==> src/hdl/fractional_id_allocator_core_assert.svh <==
// Assertion macros used by the allocator datapath.
`ifndef FRACTIONAL_ID_ALLOCATOR_CORE_ASSERT_SVH
`define FRACTIONAL_ID_ALLOCATOR_CORE_ASSERT_SVH

// Same-cycle implication, disabled during reset
`define FIA_ASSERT_IMP(label, clk, rst, ante, cons) \
  label: assert property (@(posedge clk) disable iff (rst) (ante) |-> (cons)) \
    else $error("fia: assertion failed");

// Next-cycle implication, disabled during reset
`define FIA_ASSERT_NXT(label, clk, rst, ante, cons) \
  label: assert property (@(posedge clk) disable iff (rst) (ante) |=> (cons)) \
    else $error("fia: assertion failed");

`endif

==> src/hdl/fia_pkg.sv <==
// Shared constants, codes and controller/datapath interface types.
package fia_pkg;

  // Sizing
  localparam int MAX_IDS   = 16;
  localparam int FRAC_BITS = 16;
  localparam int ID_W      = $clog2(MAX_IDS);
  localparam int CNT_W     = $clog2(MAX_IDS + 1);
  localparam int AMT_W     = FRAC_BITS + 1;
  localparam int Q_W       = 21;
  localparam int K_W       = Q_W - FRAC_BITS;
  localparam int CMD_W     = 2;
  localparam int ST_W      = 3;

  localparam logic [CNT_W-1:0] MAX_CNT = CNT_W'(MAX_IDS);
  localparam logic [AMT_W-1:0] ONE_AMT = {1'b1, {FRAC_BITS{1'b0}}};
  localparam logic [Q_W-1:0]   ONE_Q   = Q_W'(ONE_AMT);

  // Command codes
  localparam logic [CMD_W-1:0] CMD_ACQ  = 2'd0;
  localparam logic [CMD_W-1:0] CMD_REL  = 2'd1;
  localparam logic [CMD_W-1:0] CMD_INIT = 2'd2;

  // Result status codes
  localparam logic [ST_W-1:0] ST_OK     = 3'd0;
  localparam logic [ST_W-1:0] ST_INSUFF = 3'd1;
  localparam logic [ST_W-1:0] ST_BADQ   = 3'd2;
  localparam logic [ST_W-1:0] ST_OVER   = 3'd3;
  localparam logic [ST_W-1:0] ST_FULL   = 3'd4;

  // Datapath micro-operations
  localparam int OP_W = 5;
  typedef logic [OP_W-1:0] op_t;
  localparam op_t OP_NONE      = 5'd0;
  localparam op_t OP_LOAD      = 5'd1;
  localparam op_t OP_FILL      = 5'd2;
  localparam op_t OP_INIT_END  = 5'd3;
  localparam op_t OP_POP       = 5'd4;
  localparam op_t OP_PUSH      = 5'd5;
  localparam op_t OP_PRD       = 5'd6;
  localparam op_t OP_NEXT      = 5'd7;
  localparam op_t OP_TAKE      = 5'd8;
  localparam op_t OP_PRD_LAST  = 5'd9;
  localparam op_t OP_MOVE_LAST = 5'd10;
  localparam op_t OP_SPLIT     = 5'd11;
  localparam op_t OP_MERGE     = 5'd12;
  localparam op_t OP_APPEND    = 5'd13;
  localparam op_t OP_SHRD      = 5'd14;
  localparam op_t OP_SHWR      = 5'd15;
  localparam op_t OP_PC_DEC    = 5'd16;

  // Result source select
  typedef logic [1:0] res_sel_t;
  localparam res_sel_t RES_NONE = 2'd0;
  localparam res_sel_t RES_ZERO = 2'd1;
  localparam res_sel_t RES_POP  = 2'd2;
  localparam res_sel_t RES_FRAC = 2'd3;

  // Controller to datapath
  typedef struct packed {
    op_t             op;
    res_sel_t        res_sel;
    logic [ST_W-1:0] status;
    logic            last;
  } dp_cmd_t;

  // Datapath to controller
  typedef struct packed {
    logic [CMD_W-1:0] cmd;
    logic q_zero;
    logic q_whole;
    logic q_aligned;
    logic q_one;
    logic q_over_one;
    logic k_over;
    logic fill_done;
    logic pop_done;
    logic ws_empty;
    logic ws_full;
    logic pl_full;
    logic scan_end;
    logic last_entry;
    logic fit;
    logic take_zero;
    logic match;
    logic sum_over;
    logic sum_one;
  } dp_stat_t;

endpackage

==> src/hdl/fractional_id_allocator_core.sv <==
// Fractional ID allocator top level: controller plus datapath.
//
// A command is taken when start is high and busy is low. Each result is
// shown on the result ports for exactly one cycle with result_valid high;
// the receiver cannot stall, so it must take every beat as it comes. Whole
// and partial IDs live in small single-port-read memories, and the
// sequencer touches one entry per step, so timing is data dependent. Init
// writes IDs 0..n-1 (n = the cfg_data value, capped at 16); a whole
// acquire of k IDs pops and emits one result beat per ID; a fractional
// acquire or a release scans the partial list one entry at a time, and a
// release that promotes an ID to whole shifts every entry behind it down
// to close the gap. The last result beat of a command lands in the cycle
// busy drops.
// Configuration is written through cfg_we/cfg_data.
module fractional_id_allocator_core (
  input  logic                        clk,
  input  logic                        rst,
  input  logic                        start,
  output logic                        busy,
  input  logic [fia_pkg::CMD_W-1:0]   cmd,
  input  logic [fia_pkg::Q_W-1:0]     quantity,
  input  logic [fia_pkg::ID_W-1:0]    id,
  input  logic                        cfg_we,
  input  logic [fia_pkg::CNT_W-1:0]   cfg_data,
  output logic                        result_valid,
  output logic [fia_pkg::ID_W-1:0]    granted_id,
  output logic [fia_pkg::AMT_W-1:0]   amount,
  output logic [fia_pkg::ST_W-1:0]    status,
  output logic                        last
);

  fia_pkg::dp_cmd_t  ctl;
  fia_pkg::dp_stat_t stat;

  // Sequencer
  fia_ctrl u_ctrl (
    .clk   (clk),
    .rst   (rst),
    .start (start),
    .busy  (busy),
    .stat  (stat),
    .ctl   (ctl)
  );

  // Storage and arithmetic
  fia_dpath u_dpath (
    .clk          (clk),
    .rst          (rst),
    .cfg_we       (cfg_we),
    .cfg_data     (cfg_data),
    .cmd          (cmd),
    .quantity     (quantity),
    .id           (id),
    .ctl          (ctl),
    .stat         (stat),
    .result_valid (result_valid),
    .granted_id   (granted_id),
    .amount       (amount),
    .status       (status),
    .last         (last)
  );

endmodule

==> src/hdl/fia_dpath.sv <==
// Allocator datapath: ID stack, partial list, counters and result register.
`include "fractional_id_allocator_core_assert.svh"

module fia_dpath (
  input  logic                        clk,
  input  logic                        rst,
  input  logic                        cfg_we,
  input  logic [fia_pkg::CNT_W-1:0]   cfg_data,
  input  logic [fia_pkg::CMD_W-1:0]   cmd,
  input  logic [fia_pkg::Q_W-1:0]     quantity,
  input  logic [fia_pkg::ID_W-1:0]    id,
  input  fia_pkg::dp_cmd_t            ctl,
  output fia_pkg::dp_stat_t           stat,
  output logic                        result_valid,
  output logic [fia_pkg::ID_W-1:0]    granted_id,
  output logic [fia_pkg::AMT_W-1:0]   amount,
  output logic [fia_pkg::ST_W-1:0]    status,
  output logic                        last
);

  // Storage
  logic [fia_pkg::ID_W-1:0]  whole_mem [fia_pkg::MAX_IDS];
  logic [fia_pkg::ID_W-1:0]  pid_mem   [fia_pkg::MAX_IDS];
  logic [fia_pkg::AMT_W-1:0] pleft_mem [fia_pkg::MAX_IDS];

  // Control registers
  logic [fia_pkg::CNT_W-1:0] init_cnt;
  logic [fia_pkg::CNT_W-1:0] wc;
  logic [fia_pkg::CNT_W-1:0] pc;

  // Working registers
  logic [fia_pkg::CMD_W-1:0] cmd_r;
  logic [fia_pkg::Q_W-1:0]   q_r;
  logic [fia_pkg::ID_W-1:0]  id_r;
  logic [fia_pkg::CNT_W-1:0] idx;
  logic [fia_pkg::CNT_W-1:0] fill_n;
  logic [fia_pkg::K_W-1:0]   kleft;
  logic [fia_pkg::ID_W-1:0]  gid_r;
  logic [fia_pkg::ID_W-1:0]  stack_rd;
  logic [fia_pkg::ID_W-1:0]  prd_id;
  logic [fia_pkg::AMT_W-1:0] prd_left;

  // Memory port controls
  logic                      ws_we;
  logic [fia_pkg::ID_W-1:0]  ws_waddr;
  logic [fia_pkg::ID_W-1:0]  ws_wdata;
  logic                      ws_re;
  logic [fia_pkg::ID_W-1:0]  ws_raddr;
  logic                      pl_we;
  logic [fia_pkg::ID_W-1:0]  pl_waddr;
  logic [fia_pkg::ID_W-1:0]  pl_wid;
  logic [fia_pkg::AMT_W-1:0] pl_wleft;
  logic                      pl_re;
  logic [fia_pkg::ID_W-1:0]  pl_raddr;

  logic [fia_pkg::AMT_W-1:0] q_frac;
  logic [fia_pkg::AMT_W:0]   sum;
  logic [fia_pkg::CNT_W-1:0] idx_inc;
  logic [fia_pkg::CNT_W-1:0] wc_dec;
  logic [fia_pkg::CNT_W-1:0] pc_dec;

  assign q_frac  = q_r[fia_pkg::AMT_W-1:0];
  assign sum     = {1'b0, prd_left} + {1'b0, q_frac};
  assign idx_inc = idx + fia_pkg::CNT_W'(1);
  assign wc_dec  = wc - fia_pkg::CNT_W'(1);
  assign pc_dec  = pc - fia_pkg::CNT_W'(1);

  // Status flags to the controller
  always_comb begin
    stat.cmd        = cmd_r;
    stat.q_zero     = (q_r == '0);
    stat.q_whole    = (q_r >= fia_pkg::ONE_Q);
    stat.q_aligned  = (q_r[fia_pkg::FRAC_BITS-1:0] == '0);
    stat.q_one      = (q_r == fia_pkg::ONE_Q);
    stat.q_over_one = (q_r > fia_pkg::ONE_Q);
    stat.k_over     = (fia_pkg::CNT_W'(q_r[fia_pkg::Q_W-1:fia_pkg::FRAC_BITS]) > wc);
    stat.fill_done  = (idx == fill_n);
    stat.pop_done   = (kleft == '0);
    stat.ws_empty   = (wc == '0);
    stat.ws_full    = (wc == fia_pkg::MAX_CNT);
    stat.pl_full    = (pc == fia_pkg::MAX_CNT);
    stat.scan_end   = (idx == pc);
    stat.last_entry = (idx_inc == pc);
    stat.fit        = ({{(fia_pkg::Q_W-fia_pkg::AMT_W){1'b0}}, prd_left} >= q_r);
    stat.take_zero  = (prd_left == q_frac);
    stat.match      = (prd_id == id_r);
    stat.sum_over   = (sum > {1'b0, fia_pkg::ONE_AMT});
    stat.sum_one    = (sum == {1'b0, fia_pkg::ONE_AMT});
  end

  // Memory port decode
  always_comb begin
    ws_we    = 1'b0;
    ws_waddr = wc[fia_pkg::ID_W-1:0];
    ws_wdata = id_r;
    ws_re    = 1'b0;
    ws_raddr = wc_dec[fia_pkg::ID_W-1:0];
    pl_we    = 1'b0;
    pl_waddr = idx[fia_pkg::ID_W-1:0];
    pl_wid   = prd_id;
    pl_wleft = prd_left;
    pl_re    = 1'b0;
    pl_raddr = idx[fia_pkg::ID_W-1:0];
    unique case (ctl.op)
      fia_pkg::OP_FILL: begin
        ws_we    = 1'b1;
        ws_waddr = idx[fia_pkg::ID_W-1:0];
        ws_wdata = idx[fia_pkg::ID_W-1:0];
      end
      fia_pkg::OP_POP:  ws_re = 1'b1;
      fia_pkg::OP_PUSH: ws_we = 1'b1;
      fia_pkg::OP_PRD:  pl_re = 1'b1;
      fia_pkg::OP_TAKE: begin
        pl_we    = 1'b1;
        pl_wleft = prd_left - q_frac;
      end
      fia_pkg::OP_PRD_LAST: begin
        pl_re    = 1'b1;
        pl_raddr = pc_dec[fia_pkg::ID_W-1:0];
      end
      fia_pkg::OP_MOVE_LAST: pl_we = 1'b1;
      fia_pkg::OP_SPLIT: begin
        pl_we    = 1'b1;
        pl_waddr = pc[fia_pkg::ID_W-1:0];
        pl_wid   = stack_rd;
        pl_wleft = fia_pkg::ONE_AMT - q_frac;
      end
      fia_pkg::OP_MERGE: begin
        pl_we    = 1'b1;
        pl_wleft = sum[fia_pkg::AMT_W-1:0];
      end
      fia_pkg::OP_APPEND: begin
        pl_we    = 1'b1;
        pl_waddr = pc[fia_pkg::ID_W-1:0];
        pl_wid   = id_r;
        pl_wleft = q_frac;
      end
      fia_pkg::OP_SHRD: begin
        pl_re    = 1'b1;
        pl_raddr = idx_inc[fia_pkg::ID_W-1:0];
      end
      fia_pkg::OP_SHWR: pl_we = 1'b1;
      default: ;
    endcase
  end

  // Whole-ID stack
  always_ff @(posedge clk) begin
    if (ws_we) whole_mem[ws_waddr] <= ws_wdata;
    if (ws_re) stack_rd <= whole_mem[ws_raddr];
  end

  // Partial list
  always_ff @(posedge clk) begin
    if (pl_we) begin
      pid_mem[pl_waddr]   <= pl_wid;
      pleft_mem[pl_waddr] <= pl_wleft;
    end
    if (pl_re) begin
      prd_id   <= pid_mem[pl_raddr];
      prd_left <= pleft_mem[pl_raddr];
    end
  end

  // Counters and config register
  always_ff @(posedge clk) begin
    if (rst) begin
      init_cnt     <= '0;
      wc           <= '0;
      pc           <= '0;
      result_valid <= 1'b0;
    end else begin
      if (cfg_we) init_cnt <= cfg_data;
      result_valid <= (ctl.res_sel != fia_pkg::RES_NONE);
      unique case (ctl.op)
        fia_pkg::OP_INIT_END: begin
          wc <= fill_n;
          pc <= '0;
        end
        fia_pkg::OP_POP:       wc <= wc_dec;
        fia_pkg::OP_PUSH:      wc <= wc + fia_pkg::CNT_W'(1);
        fia_pkg::OP_SPLIT,
        fia_pkg::OP_APPEND:    pc <= pc + fia_pkg::CNT_W'(1);
        fia_pkg::OP_MOVE_LAST,
        fia_pkg::OP_PC_DEC:    pc <= pc_dec;
        default: ;
      endcase
    end
  end

  // Working registers
  always_ff @(posedge clk) begin
    unique case (ctl.op)
      fia_pkg::OP_LOAD: begin
        cmd_r  <= cmd;
        q_r    <= quantity;
        id_r   <= id;
        idx    <= '0;
        kleft  <= quantity[fia_pkg::Q_W-1:fia_pkg::FRAC_BITS];
        fill_n <= (init_cnt > fia_pkg::MAX_CNT) ? fia_pkg::MAX_CNT : init_cnt;
      end
      fia_pkg::OP_FILL,
      fia_pkg::OP_NEXT,
      fia_pkg::OP_SHWR:  idx <= idx_inc;
      fia_pkg::OP_POP:   kleft <= kleft - fia_pkg::K_W'(1);
      fia_pkg::OP_TAKE:  gid_r <= prd_id;
      fia_pkg::OP_SPLIT: gid_r <= stack_rd;
      default: ;
    endcase
  end

  // Result register
  always_ff @(posedge clk) begin
    status <= ctl.status;
    last   <= ctl.last;
    unique case (ctl.res_sel)
      fia_pkg::RES_POP: begin
        granted_id <= stack_rd;
        amount     <= fia_pkg::ONE_AMT;
      end
      fia_pkg::RES_FRAC: begin
        granted_id <= gid_r;
        amount     <= q_frac;
      end
      default: begin
        granted_id <= '0;
        amount     <= '0;
      end
    endcase
  end

  // Checks
  `FIA_ASSERT_IMP(a_pop_nonempty, clk, rst, ctl.op == fia_pkg::OP_POP, wc != '0)
  `FIA_ASSERT_IMP(a_push_room, clk, rst, ctl.op == fia_pkg::OP_PUSH, wc < fia_pkg::MAX_CNT)
  `FIA_ASSERT_IMP(a_add_room, clk, rst,
                  ctl.op == fia_pkg::OP_SPLIT || ctl.op == fia_pkg::OP_APPEND,
                  pc < fia_pkg::MAX_CNT)
  `FIA_ASSERT_NXT(a_load_quiet, clk, rst, ctl.op == fia_pkg::OP_LOAD, !result_valid)

endmodule

==> src/hdl/fia_ctrl.sv <==
// Allocator controller: sequences datapath operations for each command.
module fia_ctrl (
  input  logic              clk,
  input  logic              rst,
  input  logic              start,
  output logic              busy,
  input  fia_pkg::dp_stat_t stat,
  output fia_pkg::dp_cmd_t  ctl
);

  localparam int S_W = 4;
  localparam logic [S_W-1:0] S_IDLE     = 4'd0;
  localparam logic [S_W-1:0] S_DECODE   = 4'd1;
  localparam logic [S_W-1:0] S_FILL     = 4'd2;
  localparam logic [S_W-1:0] S_POP_RD   = 4'd3;
  localparam logic [S_W-1:0] S_POP_OUT  = 4'd4;
  localparam logic [S_W-1:0] S_SRD      = 4'd5;
  localparam logic [S_W-1:0] S_SCMP     = 4'd6;
  localparam logic [S_W-1:0] S_LAST_RD  = 4'd7;
  localparam logic [S_W-1:0] S_LAST_WR  = 4'd8;
  localparam logic [S_W-1:0] S_SPLIT    = 4'd9;
  localparam logic [S_W-1:0] S_FRAC_OUT = 4'd10;
  localparam logic [S_W-1:0] S_SH_CHK   = 4'd11;
  localparam logic [S_W-1:0] S_SH_WR    = 4'd12;

  logic [S_W-1:0] state;
  logic [S_W-1:0] state_next;

  assign busy = (state != S_IDLE);

  // Next state and datapath command
  always_comb begin
    state_next  = state;
    ctl.op      = fia_pkg::OP_NONE;
    ctl.res_sel = fia_pkg::RES_NONE;
    ctl.status  = fia_pkg::ST_OK;
    ctl.last    = 1'b1;
    unique case (state)
      S_IDLE: begin
        if (start) begin
          ctl.op     = fia_pkg::OP_LOAD;
          state_next = S_DECODE;
        end
      end
      S_DECODE: begin
        state_next = S_IDLE;
        if (stat.cmd == fia_pkg::CMD_INIT) begin
          state_next = S_FILL;
        end else if (stat.cmd == fia_pkg::CMD_ACQ) begin
          priority if (stat.q_zero) begin
            ctl.res_sel = fia_pkg::RES_ZERO;
            ctl.status  = fia_pkg::ST_BADQ;
          end else if (stat.q_whole && !stat.q_aligned) begin
            ctl.res_sel = fia_pkg::RES_ZERO;
            ctl.status  = fia_pkg::ST_BADQ;
          end else if (stat.q_whole && stat.k_over) begin
            ctl.res_sel = fia_pkg::RES_ZERO;
            ctl.status  = fia_pkg::ST_INSUFF;
          end else if (stat.q_whole) begin
            state_next = S_POP_RD;
          end else begin
            state_next = S_SRD;
          end
        end else if (stat.cmd == fia_pkg::CMD_REL) begin
          priority if (stat.q_zero || stat.q_over_one) begin
            ctl.res_sel = fia_pkg::RES_ZERO;
            ctl.status  = fia_pkg::ST_BADQ;
          end else if (stat.q_one && stat.ws_full) begin
            ctl.res_sel = fia_pkg::RES_ZERO;
            ctl.status  = fia_pkg::ST_FULL;
          end else if (stat.q_one) begin
            ctl.op      = fia_pkg::OP_PUSH;
            ctl.res_sel = fia_pkg::RES_ZERO;
          end else begin
            state_next = S_SRD;
          end
        end
      end
      // Init: write IDs 0..n-1 one per cycle
      S_FILL: begin
        if (stat.fill_done) begin
          ctl.op      = fia_pkg::OP_INIT_END;
          ctl.res_sel = fia_pkg::RES_ZERO;
          state_next  = S_IDLE;
        end else begin
          ctl.op = fia_pkg::OP_FILL;
        end
      end
      // Whole acquire: pop then emit, once per ID
      S_POP_RD: begin
        ctl.op     = fia_pkg::OP_POP;
        state_next = S_POP_OUT;
      end
      S_POP_OUT: begin
        ctl.res_sel = fia_pkg::RES_POP;
        ctl.last    = stat.pop_done;
        state_next  = stat.pop_done ? S_IDLE : S_POP_RD;
      end
      // Partial list scan, shared by fractional acquire and release
      S_SRD: begin
        if (stat.scan_end) begin
          state_next  = S_IDLE;
          ctl.res_sel = fia_pkg::RES_ZERO;
          if (stat.cmd == fia_pkg::CMD_ACQ) begin
            priority if (stat.ws_empty) begin
              ctl.status = fia_pkg::ST_INSUFF;
            end else if (stat.pl_full) begin
              ctl.status = fia_pkg::ST_FULL;
            end else begin
              ctl.op      = fia_pkg::OP_POP;
              ctl.res_sel = fia_pkg::RES_NONE;
              state_next  = S_SPLIT;
            end
          end else begin
            if (stat.pl_full) begin
              ctl.status = fia_pkg::ST_FULL;
            end else begin
              ctl.op = fia_pkg::OP_APPEND;
            end
          end
        end else begin
          ctl.op     = fia_pkg::OP_PRD;
          state_next = S_SCMP;
        end
      end
      S_SCMP: begin
        ctl.op     = fia_pkg::OP_NEXT;
        state_next = S_SRD;
        if (stat.cmd == fia_pkg::CMD_ACQ) begin
          if (stat.fit) begin
            ctl.op     = fia_pkg::OP_TAKE;
            state_next = stat.take_zero ? S_LAST_RD : S_FRAC_OUT;
          end
        end else if (stat.match) begin
          state_next  = S_IDLE;
          ctl.op      = fia_pkg::OP_NONE;
          ctl.res_sel = fia_pkg::RES_ZERO;
          priority if (stat.sum_over) begin
            ctl.status = fia_pkg::ST_OVER;
          end else if (stat.sum_one && stat.ws_full) begin
            ctl.status = fia_pkg::ST_FULL;
          end else if (stat.sum_one) begin
            ctl.op      = fia_pkg::OP_PUSH;
            ctl.res_sel = fia_pkg::RES_NONE;
            state_next  = S_SH_CHK;
          end else begin
            ctl.op = fia_pkg::OP_MERGE;
          end
        end
      end
      // Emptied entry: move the last entry into its slot
      S_LAST_RD: begin
        ctl.op     = fia_pkg::OP_PRD_LAST;
        state_next = S_LAST_WR;
      end
      S_LAST_WR: begin
        ctl.op     = fia_pkg::OP_MOVE_LAST;
        state_next = S_FRAC_OUT;
      end
      S_SPLIT: begin
        ctl.op     = fia_pkg::OP_SPLIT;
        state_next = S_FRAC_OUT;
      end
      S_FRAC_OUT: begin
        ctl.res_sel = fia_pkg::RES_FRAC;
        state_next  = S_IDLE;
      end
      // Promotion: close the gap, keeping order
      S_SH_CHK: begin
        if (stat.last_entry) begin
          ctl.op      = fia_pkg::OP_PC_DEC;
          ctl.res_sel = fia_pkg::RES_ZERO;
          state_next  = S_IDLE;
        end else begin
          ctl.op     = fia_pkg::OP_SHRD;
          state_next = S_SH_WR;
        end
      end
      S_SH_WR: begin
        ctl.op     = fia_pkg::OP_SHWR;
        state_next = S_SH_CHK;
      end
      default: state_next = S_IDLE;
    endcase
  end

  // State register
  always_ff @(posedge clk) begin
    if (rst) begin
      state <= S_IDLE;
    end else begin
      state <= state_next;
    end
  end

endmodule
==> config.mk <==
export PLATFORM = sky130hd
export DESIGN_NAME = fractional_id_allocator_core
export DESIGN_NICKNAME = d
export VERILOG_FILES = /design/src/hdl/fia_pkg.sv /design/src/hdl/fractional_id_allocator_core.sv /design/src/hdl/fia_dpath.sv /design/src/hdl/fia_ctrl.sv
export VERILOG_INCLUDE_DIRS = /design/src /design/src/hdl
export SDC_FILE = /design/constraint.sdc
export NUM_CORES = 1
export LEC_CHECK = 0
export BUFFER_PORTS_ARGS = -buffer_cell sky130_fd_sc_hd__clkbuf_2
export CAP_MARGIN = 20
export CORE_MARGIN = 2
export CORE_UTILIZATION = 30
export CTS_BUF_LIST = sky130_fd_sc_hd__clkbuf_4 sky130_fd_sc_hd__clkbuf_8
export CTS_CLUSTER_SIZE = 25
export DETAILED_ROUTE_END_ITERATION = 8
export GPL_TIMING_DRIVEN = 0
export SLEW_MARGIN = 20
export SYNTH_ARGS = -nofsm -noshare
export SYNTH_HDL_FRONTEND = slang
export SYNTH_SLANG_ARGS = --single-unit
==> constraint.sdc <==
create_clock -name clk -period 13.2 [get_ports clk]
set_input_delay 1.32 -clock clk [delete_from_list [all_inputs] [get_ports clk]]
set_output_delay 1.32 -clock clk [all_outputs]
set_load 0.05 [all_outputs]
==> impl_metrics.py, run 1 <==
metrics = {
    "power": {
        "total_power_mw": 3.72,
        "power.leakage_nw": 9.42,
        "vdd.ir_drop.worst_mv": 0.0661,
        "p_int_mw": 2.75,
        "p_per_area_nw_per_um2": 131,
        "switching_power_uw": 966,
        "comb_power_share_pct": 11.2,
        "pwr-share-seq_pct": 48.9,
        "switching_share_pct": 26.0,
        "p_clk_share_pct": 39.9,
    },
    "global_route": {
        "grt_antenna_before_repair": 2,
        "overflow": 0,
        "grt_pass1_vias": 17300,
        "grt.total_usage_pct": 16.4,
        "grt_pass1_wl_um": 104000,
        "grt_max_degree": 22,
    },
    "layout": {
        "final_util_pct": 35.1,
        "fill_cells": 7858,
        "stdcell_count": 3354,
        "area_growth_pct": 15.7,
        "nNetsFinal": 2308,
        "drive_gt1_share_pct": 13.6,
    },
    "placement": {
        "dpl_worst_slack_ns": 6.45,
        "port_buffers": 60,
        "hpwl_um": 51600,
        "place_inst": 3197,
        "gp_congestion": 0.956,
    },
    "timing": {
        "finalCriticalPeriod_ns": 6.52,
        "tns_ns": 0,
        "max_freq_mhz": 153,
        "worst_slew_pin_slew_ns": 1.05,
        "setup_viol": 0,
        "min_period_over_period_pct": 49.4,
        "grt_setup_unrepaired": "false",
        "setup_ws_ns": 6.68,
        "maxSlewHeadroom_pct": 28.2,
        "report.final.slew_viol_count": 0,
        "skew_ns": 0.0476,
        "hold_viol_final": 0,
    },
    "critical_path": {
        "path_class": "flop to flop",
        "required_ns": 13.53,
        "cp_data_arrival_time_ns": 6.85,
        "worstSetupEndpointType": "flop",
        "cp_max_fo": 16,
        "worst_r2r_path_depth": 17,
        "crit_path_cell_trace": "inv_1 > ha_1 > nand2b_1 > a211oi_1 > or4b_1 > buf_2 > nand4_1 > and3_1 > or3_4 > nor4_1 > o21ba_2 > buf_2 > a31oi_1 > nand2_1 > clkbuf_1 > nor2_1 > a31oi_2",
        "crit_family": "simple AND/OR/NAND/NOR gates",
        "critPathSlowestCell": "nor4_1",
        "crit_path_start_kind": "flop",
        "cp.depth": 17,
        "crit_top_cell": "buf_2",
        "cp_num_buf_inv": 4,
        "max_stage_delay_ns": 0.78,
    },
    "clock_tree": {
        "cts_tree": "yes",
        "clkTransAtPathRegs_ns": 0.06,
        "cts_hold_buf": 0,
        "cts_sinks": 516,
        "numCtsBuffers": 84,
        "cts-resized-gates": 0,
        "cts-root-buf": "clkbuf_8",
        "post_cts_buffers": 0,
        "clock_latency_ns": 0.69,
        "clk_path_buf_depth": 3,
        "h-tree-depth": 3,
    },
    "worst_hold_path": {
        "holdPathStages": 1,
        "hp-class": "flop to flop",
    },
    "yosys": {
        "synthCells": 2061,
        "synth_cell_type_count": 89,
        "yosys.area.top_type_share_pct": 57.8,
        "syn_nets": 2145,
        "ys_ff_latch": 516,
        "synthFlopType": "edfxtp_1",
        "synth_seq_area_share_pct": 61.4,
        "yosys.area.top_type": "edfxtp_1",
        "synthArstFlopShare_pct": 0,
        "synth_edf_count": 471,
        "synthesis.area_sq_um": 24500,
        "synthTopCellsByArea": "edfxtp_1 58%, nand2_1 4.0%, dfxtp_1 3.7%, a211oi_1 3.5%, a21oi_1 2.7%",
        "ys_warn_count": 0,
        "synth.avg_cell_area_sq_um": 11.9,
    },
    "drt": {
        "vias": 17600,
        "drc_errors": 2,
        "wl_um": 70200,
        "firstDrtPassIters": 9,
        "drt.antenna.violating_nets": 0,
        "wire_per_inst_um": 20.9,
        "viasPerCell": 5.25,
        "drt_iter0_drc": 1420,
    },
    "die": {
        "core_sq_um": 80700,
        "dieHeight_um": 290,
        "num_rows": 104,
        "boundaryPins": 63,
        "start_util_pct": 30.4,
        "die_x_um": 290,
        "die_area_sq_um": 83900,
    },
    "status": {
        "failed_checks": "DRC",
        "outcome": "finished, violations left",
    },
    "job": {
        "drv_cap": 0,
    },
}
[per-layer routing]
layer	vias up	share of wire (%)	track usage [%]	wire, um
li1	8192	-	-	-
met1	8591	43	21.0	29900
met2	672	48	27.5	33600
met3	146	6.1	2.79	4250
met4	0	3.4	6.79	2400
met5	-	0	0	0
[cells by family (layout without fill, tap and decap cells)]
logic type	count (synthesis)	after routing	synth area share (%)
AO/OA/AOI/OAI	526	526	14.7
XOR/XNOR	47	47	1.68
adder cells (fa/ha/maj)	48	48	2.51
buffers and inverters	192	423	3.07
flip-flops	516	516	61.4
multiplexers	47	47	2.98
other	0	2	0
AND/OR/NAND/NOR	685	685	13.7
[Yosys cell counts (all sizes together), types with 11 or more instances]
| cell type | count |
|---|---|
| dfxtp | 45 |
| and3 | 28 |
| a211oi | 114 |
| a21oi | 132 |
| a31oi | 58 |
| xnor2 | 36 |
| nand4 | 15 |
| nor2 | 124 |
| o22ai | 12 |
| clkbuf | 111 |
| nor3 | 39 |
| a221oi | 16 |
| buf | 24 |
| and2 | 91 |
| a311oi | 47 |
| ha | 46 |
| mux2i | 19 |
| a2111oi | 13 |
| o21ai | 55 |
| mux4 | 20 |
| nand2 | 260 |
| edfxtp | 471 |
| nand2b | 19 |
| a21o | 16 |
| nor2b | 16 |
| nand3 | 33 |
| xor2 | 11 |
| inv | 56 |
| or2 | 12 |
[power groups by stage]
stage / logic (mW) / clock network [mW] / registers [mW]
floorplan: 0.270 / 0 / 1.84
global placement: 0.401 / 0 / 1.85
detailed placement: 0.412 / 0 / 1.85
CTS: 0.413 / 1.52 / 1.82
global route: 0.453 / 1.59 / 1.82
finish: 0.417 / 1.49 / 1.82
[path summary, 6_finish.rpt]
path                                   end  slack, ns             start
setup reg to reg  u_dpath.pleft_mem[13][1]       6.68    u_dpath.q_r[1]
hold / removal       u_dpath.granted_id[3]       0.46  u_dpath.gid_r[3]
hold reg to reg      u_dpath.granted_id[3]       0.46  u_dpath.gid_r[3]
setup / recovery  u_dpath.pleft_mem[13][1]       6.68    u_dpath.q_r[1]
[through the flow]
stage,hold WS (ns),instance area (sq um)
3_5_place_dp,0.453,26500
4_1_cts,0.467,28300
5_1_grt,0.479,28300
6_report,0.465,28300
3_3_place_gp,0.451,26100
2_1_floorplan,0.436,24500
[worst register-to-register path, delay by kind of cell (launching register included)]
kind,cells,cell delay (ns)
adder cells (fa/ha/maj),1,0.35
AND/OR/NAND/NOR,8,2.61
flip-flops,1,0.60
AO/OA/AOI/OAI,4,1.48
buffers and inverters,4,1.12
[sequential cells by signal, summed over array words and instances (netlist names), 5 cells and up]
register and cells:
u_dpath.wc 5, u_dpath.kleft 5, u_dpath.init_cnt 5, u_dpath.idx 5
u_dpath.pleft_mem 272, u_dpath.pc 5, u_dpath.whole_mem 64, u_dpath.fill_n 5
u_dpath.amount 17, u_dpath.q_r 21, u_dpath.prd_left 17, u_dpath.pid_mem 64
[layout by cell type, fill, tap and decap left out, types with 12 or more instances in the layout]
master    count
nand4_1      15
nand2b_1     19
nand3_1      33
nor2b_1      16
o21ai_0      47
nor2_1      106
mux2i_1      19
o22ai_1      12
mux4_2       20
clkbuf_8     86
a211oi_1    114
a21oi_1     122
a311oi_1     46
dfxtp_1      45
a21o_1       16
clkbuf_2     60
a221oi_1     15
nor3_1       38
and2_0       13
a31oi_1      54
clkinv_1     23
ha_1         46
clkbuf_1    111
clkbuf_4     19
edfxtp_1    471
xnor2_1      36
and3_1       28
inv_1        54
nand2_1     260
and2_1       78
[area by class of cell]
| cell class | instances | area [sq um] | share of cell area (%) |
|---|---|---|---|
| Antenna cell | 2 | 5.00 | 0.0177 |
| Buffer | 135 | 538 | 1.90 |
| Tap cell | 1060 | 1330 | 4.68 |
| Inverter | 57 | 214 | 0.755 |
| Clock inverter | 49 | 478 | 1.69 |
| Clock buffer | 105 | 1330 | 4.68 |
| Multi-Input combinational cell | 1353 | 8860 | 31.3 |
| Sequential cell | 516 | 15000 | 53.1 |
| Timing Repair Buffer | 77 | 537 | 1.89 |
Power figures use the tool's default switching activity.
==> run 2: changes to the inputs <==
--- a/config.mk
+++ b/config.mk
@@ -6,6 +6,7 @@
 export SDC_FILE = /design/constraint.sdc
 export NUM_CORES = 1
 export LEC_CHECK = 0
+export ABC_AREA = 1
 export BUFFER_PORTS_ARGS = -buffer_cell sky130_fd_sc_hd__clkbuf_2
 export CAP_MARGIN = 20
 export CORE_MARGIN = 2
==> constraint.sdc (replaced) <==
create_clock -name clk -period 5.5 [get_ports clk]
set_input_delay 0.55 -clock clk [delete_from_list [all_inputs] [get_ports clk]]
set_output_delay 0.55 -clock clk [all_outputs]
set_load 0.05 [all_outputs]
==> run 2 against run 1 <==
  * The run now ends clean
  * Sequential power grew 140%
  * Flip-flop and latch count stayed put
  * Critical path type unchanged
  * Clock power grew 130%
==> impl_metrics.py, run 2 <==
metrics = {
    "timing": {
        "tns_ns": 0,
        "report.final.slew_viol_count": 0,
        "hold_viol_final": 0,
        "max_freq_mhz": 209,
        "maxSlewHeadroom_pct": 32.9,
        "skew_ns": 0.0708,
        "finalCriticalPeriod_ns": 4.79,
        "worst_slew_pin_slew_ns": 1.01,
        "min_period_over_period_pct": 87.1,
        "grt_setup_unrepaired": "false",
        "setup_viol": 0,
    },
    "power": {
        "p_per_area_nw_per_um2": 322,
        "power.leakage_nw": 11.0,
        "comb_power_share_pct": 16.2,
        "vdd.ir_drop.worst_mv": 0.159,
        "p_int_mw": 6.55,
        "pwr-share-seq_pct": 47.1,
        "p_clk_share_pct": 36.7,
        "switching_power_mw": 2.78,
        "switching_share_pct": 29.8,
    },
    "placement": {
        "port_buffers": 61,
        "gp_congestion": 0.930,
        "dpl_cell_area_sq_um": 27100,
        "hpwl_um": 55200,
    },
    "clock_tree": {
        "cts-resized-gates": 0,
        "clk_path_buf_depth": 3,
        "clock_latency_ns": 0.72,
        "cts_sinks": 516,
        "h-tree-depth": 3,
        "clkTransAtPathRegs_ns": 0.06,
        "numCtsBuffers": 84,
        "cts-root-buf": "clkbuf_8",
        "cts_tree": "yes",
    },
    "critical_path": {
        "crit_path_start_kind": "flop",
        "crit_top_cell": "nand2_1",
        "crit_path_cell_trace": "inv_1 > ha_1 > inv_1 > nand2_1 > nor3_1 > nand3_1 > nand3_1 > nand2_1 > nor2_1 > nand4_2 > nand2_1 > nand2_2 > nand2_4 > nor2_8 > nand3_4 > clkinv_1 > nand2_1 > nand4_1",
        "cp.depth": 18,
        "cp_num_buf_inv": 3,
        "critPathSlowestCell": "nand4_1",
        "path_class": "flop to flop",
        "cp_max_fo": 16,
        "max_stage_delay_ns": 0.71,
        "crit_family": "simple AND/OR/NAND/NOR gates",
        "worstSetupEndpointType": "flop",
        "worst_r2r_path_depth": 18,
        "cp_data_arrival_time_ns": 4.95,
        "required_ns": 5.66,
    },
    "worst_hold_path": {
        "holdPathStages": 1,
        "hp-class": "primary input to flop",
    },
    "yosys": {
        "synthTopCellsByArea": "edfxtp_1 57%, nand2_1 6.7%, o211ai_1 5.2%, inv_1 5.0%, nand3_1 4.1%",
        "ys_warn_count": 0,
        "synthFlopType": "edfxtp_1",
        "synthCells": 2420,
        "ys_ff_latch": 516,
        "yosys.area.top_type_share_pct": 57.0,
        "yosys.area.top_type": "edfxtp_1",
        "synthesis.area_sq_um": 24800,
        "synthTopCellsByCount": "471 x edfxtp_1, 443 x nand2_1, 329 x inv_1",
        "synth.avg_cell_area_sq_um": 10.3,
        "synth_seq_area_share_pct": 60.7,
        "synth.most_common_cell": "edfxtp_1",
        "syn_nets": 2504,
        "synthArstFlopShare_pct": 0,
        "synth_cell_type_count": 61,
        "synth_edf_count": 471,
    },
    "global_route": {
        "grt.total_usage_pct": 18.0,
        "overflow": 0,
        "grt_pass1_wl_um": 115000,
        "grt_antenna_before_repair": 3,
        "grt_max_degree": 23,
        "grt_pass1_vias": 18300,
    },
    "drt": {
        "vias": 18600,
        "dr_wl_met3_um": 5400,
        "highest_layer": "met5",
        "wl_um": 77100,
        "drc_errors": 0,
        "drt_iter0_drc": 1891,
        "met1_length_um": 32700,
        "firstDrtPassIters": 5,
        "dr_wl_met2_um": 36700,
        "drt.antenna.violating_nets": 0,
        "wire_per_inst_um": 20.6,
        "viasPerCell": 4.98,
    },
    "layout": {
        "largest_registers": "u_dpath.pleft_mem (272), u_dpath.pid_mem (64), u_dpath.whole_mem (64)",
        "final_cell_mix": "471 x edfxtp_1, 443 x nand2_1, 328 x inv_1, 201 x nand3_1, 174 x nor2_1",
        "area_growth_pct": 16.7,
        "final_util_pct": 35.3,
        "layout_commonest_cell": "edfxtp_1",
        "nNetsFinal": 2685,
        "top_register": "u_dpath.pleft_mem",
        "fin_area_sq_um": 28900,
        "drive_gt1_share_pct": 13.8,
        "largest_reg_flops": 272,
    },
    "die": {
        "start_util_pct": 30.3,
        "die_x_um": 292,
        "num_rows": 105,
        "die_area_sq_um": 85000,
        "boundaryPins": 63,
        "dieHeight_um": 292,
        "core_sq_um": 82000,
    },
    "status": {
        "outcome": "complete, no violations",
    },
    "job": {
        "drv_cap": 0,
    },
}
-- run 2: cell types whose count changed in the layout (fill, tap and decap cells not counted), sizes merged, moves of 54 or more --
cell / delta
inv: +285
nand2: +198
nand3: +174
o211ai: +170
a211oi: -112
and2: -86
nor2: +86
a31oi: -56
a21oi: -55
clkbuf: -54
-- run 2: kinds of logic (layout without fill, tap and decap cells) --
group	after synthesis	count (layout)	share of synthesized area, %
compound gates	413	413	11.0
xor+xnor	42	42	1.48
fa+ha+maj	48	48	2.48
buf+inv	450	699	7.33
flops	516	516	60.7
other cells	0	1	0
simple gates	951	951	17.1
-- run 2: power groups by stage --
stage / registers (mW) / clock network [mW] / logic, mW
2_1_floorplan: 4.46 / 0 / 0.924
3_3_place_gp: 4.48 / 0 / 1.45
3_5_place_dp: 4.48 / 0 / 1.48
4_1_cts: 4.40 / 3.47 / 1.49
5_1_grt: 4.40 / 3.64 / 1.63
6_report: 4.40 / 3.42 / 1.51
-- run 2: path summary, 6_finish.rpt --
kind	start	endpoint	slack, ns
setup reg to reg	u_dpath.q_r[15]	u_dpath.pleft_mem[5][2]	0.71
setup / recovery	u_dpath.q_r[15]	u_dpath.pleft_mem[5][2]	0.71
hold / removal	quantity[8]	u_dpath.q_r[8]	0.04
hold reg to reg	u_dpath.gid_r[2]	u_dpath.granted_id[2]	0.46
-- run 2: per-layer routing --
metal / GRT usage (%) / vias up
met2: 30.1 / 702
met3: 3.10 / 153
met1: 23.3 / 8973
met4: 6.49 / 4
li1: - / 8779
met5: 0 / -
-- run 2: through the flow --
stage / power [mW] / hold WS [ns] / setup slack, ns / instances
after floorplan: 5.38 / 0.432 / 1.69 / 2420
after global placement: 5.93 / 0.443 / -0.356 / 3551
after detailed placement: 5.95 / 0.449 / 0.739 / 3570
after CTS: 9.36 / 0.00256 / 0.704 / 3739
after global routing: 9.67 / 0.0246 / 0.384 / 3740
final: 9.33 / 0.0405 / 0.709 / 3740
-- run 2: worst reg2reg max path, stage by stage (launching register included) --
cell,delay (ns)
edfxtp_1,0.48
inv_1,0.25
ha_1,0.34
inv_1,0.27
nand2_1,0.17
nor3_1,0.26
nand3_1,0.18
nand3_1,0.12
nand2_1,0.11
nor2_1,0.15
nand4_2,0.15
nand2_1,0.15
nand2_2,0.11
nand2_4,0.11
nor2_8,0.06
nand3_4,0.14
clkinv_1,0.31
nand2_1,0.19
nand4_1,0.71
-- run 2: cell type report --
| cell class | count | area, sq um |
|---|---|---|
| fillers | 8242 | 53000 |
| clock inverters | 40 | 300 |
| flip-flops and latches | 516 | 15000 |
| inverters | 346 | 1300 |
| well taps | 1070 | 1340 |
| diodes | 1 | 2.50 |
| plain buffers | 104 | 519 |
| clock buffers | 114 | 1410 |
| repair buffers | 95 | 931 |
| multi-input cells | 1454 | 8090 |
-- run 2: what timing repair did --
item,CTS,global route
buffers inserted,0,0
hold endpoints to repair,15,0
endpoints found under the setup margin,0,0
hold buffers,15,0
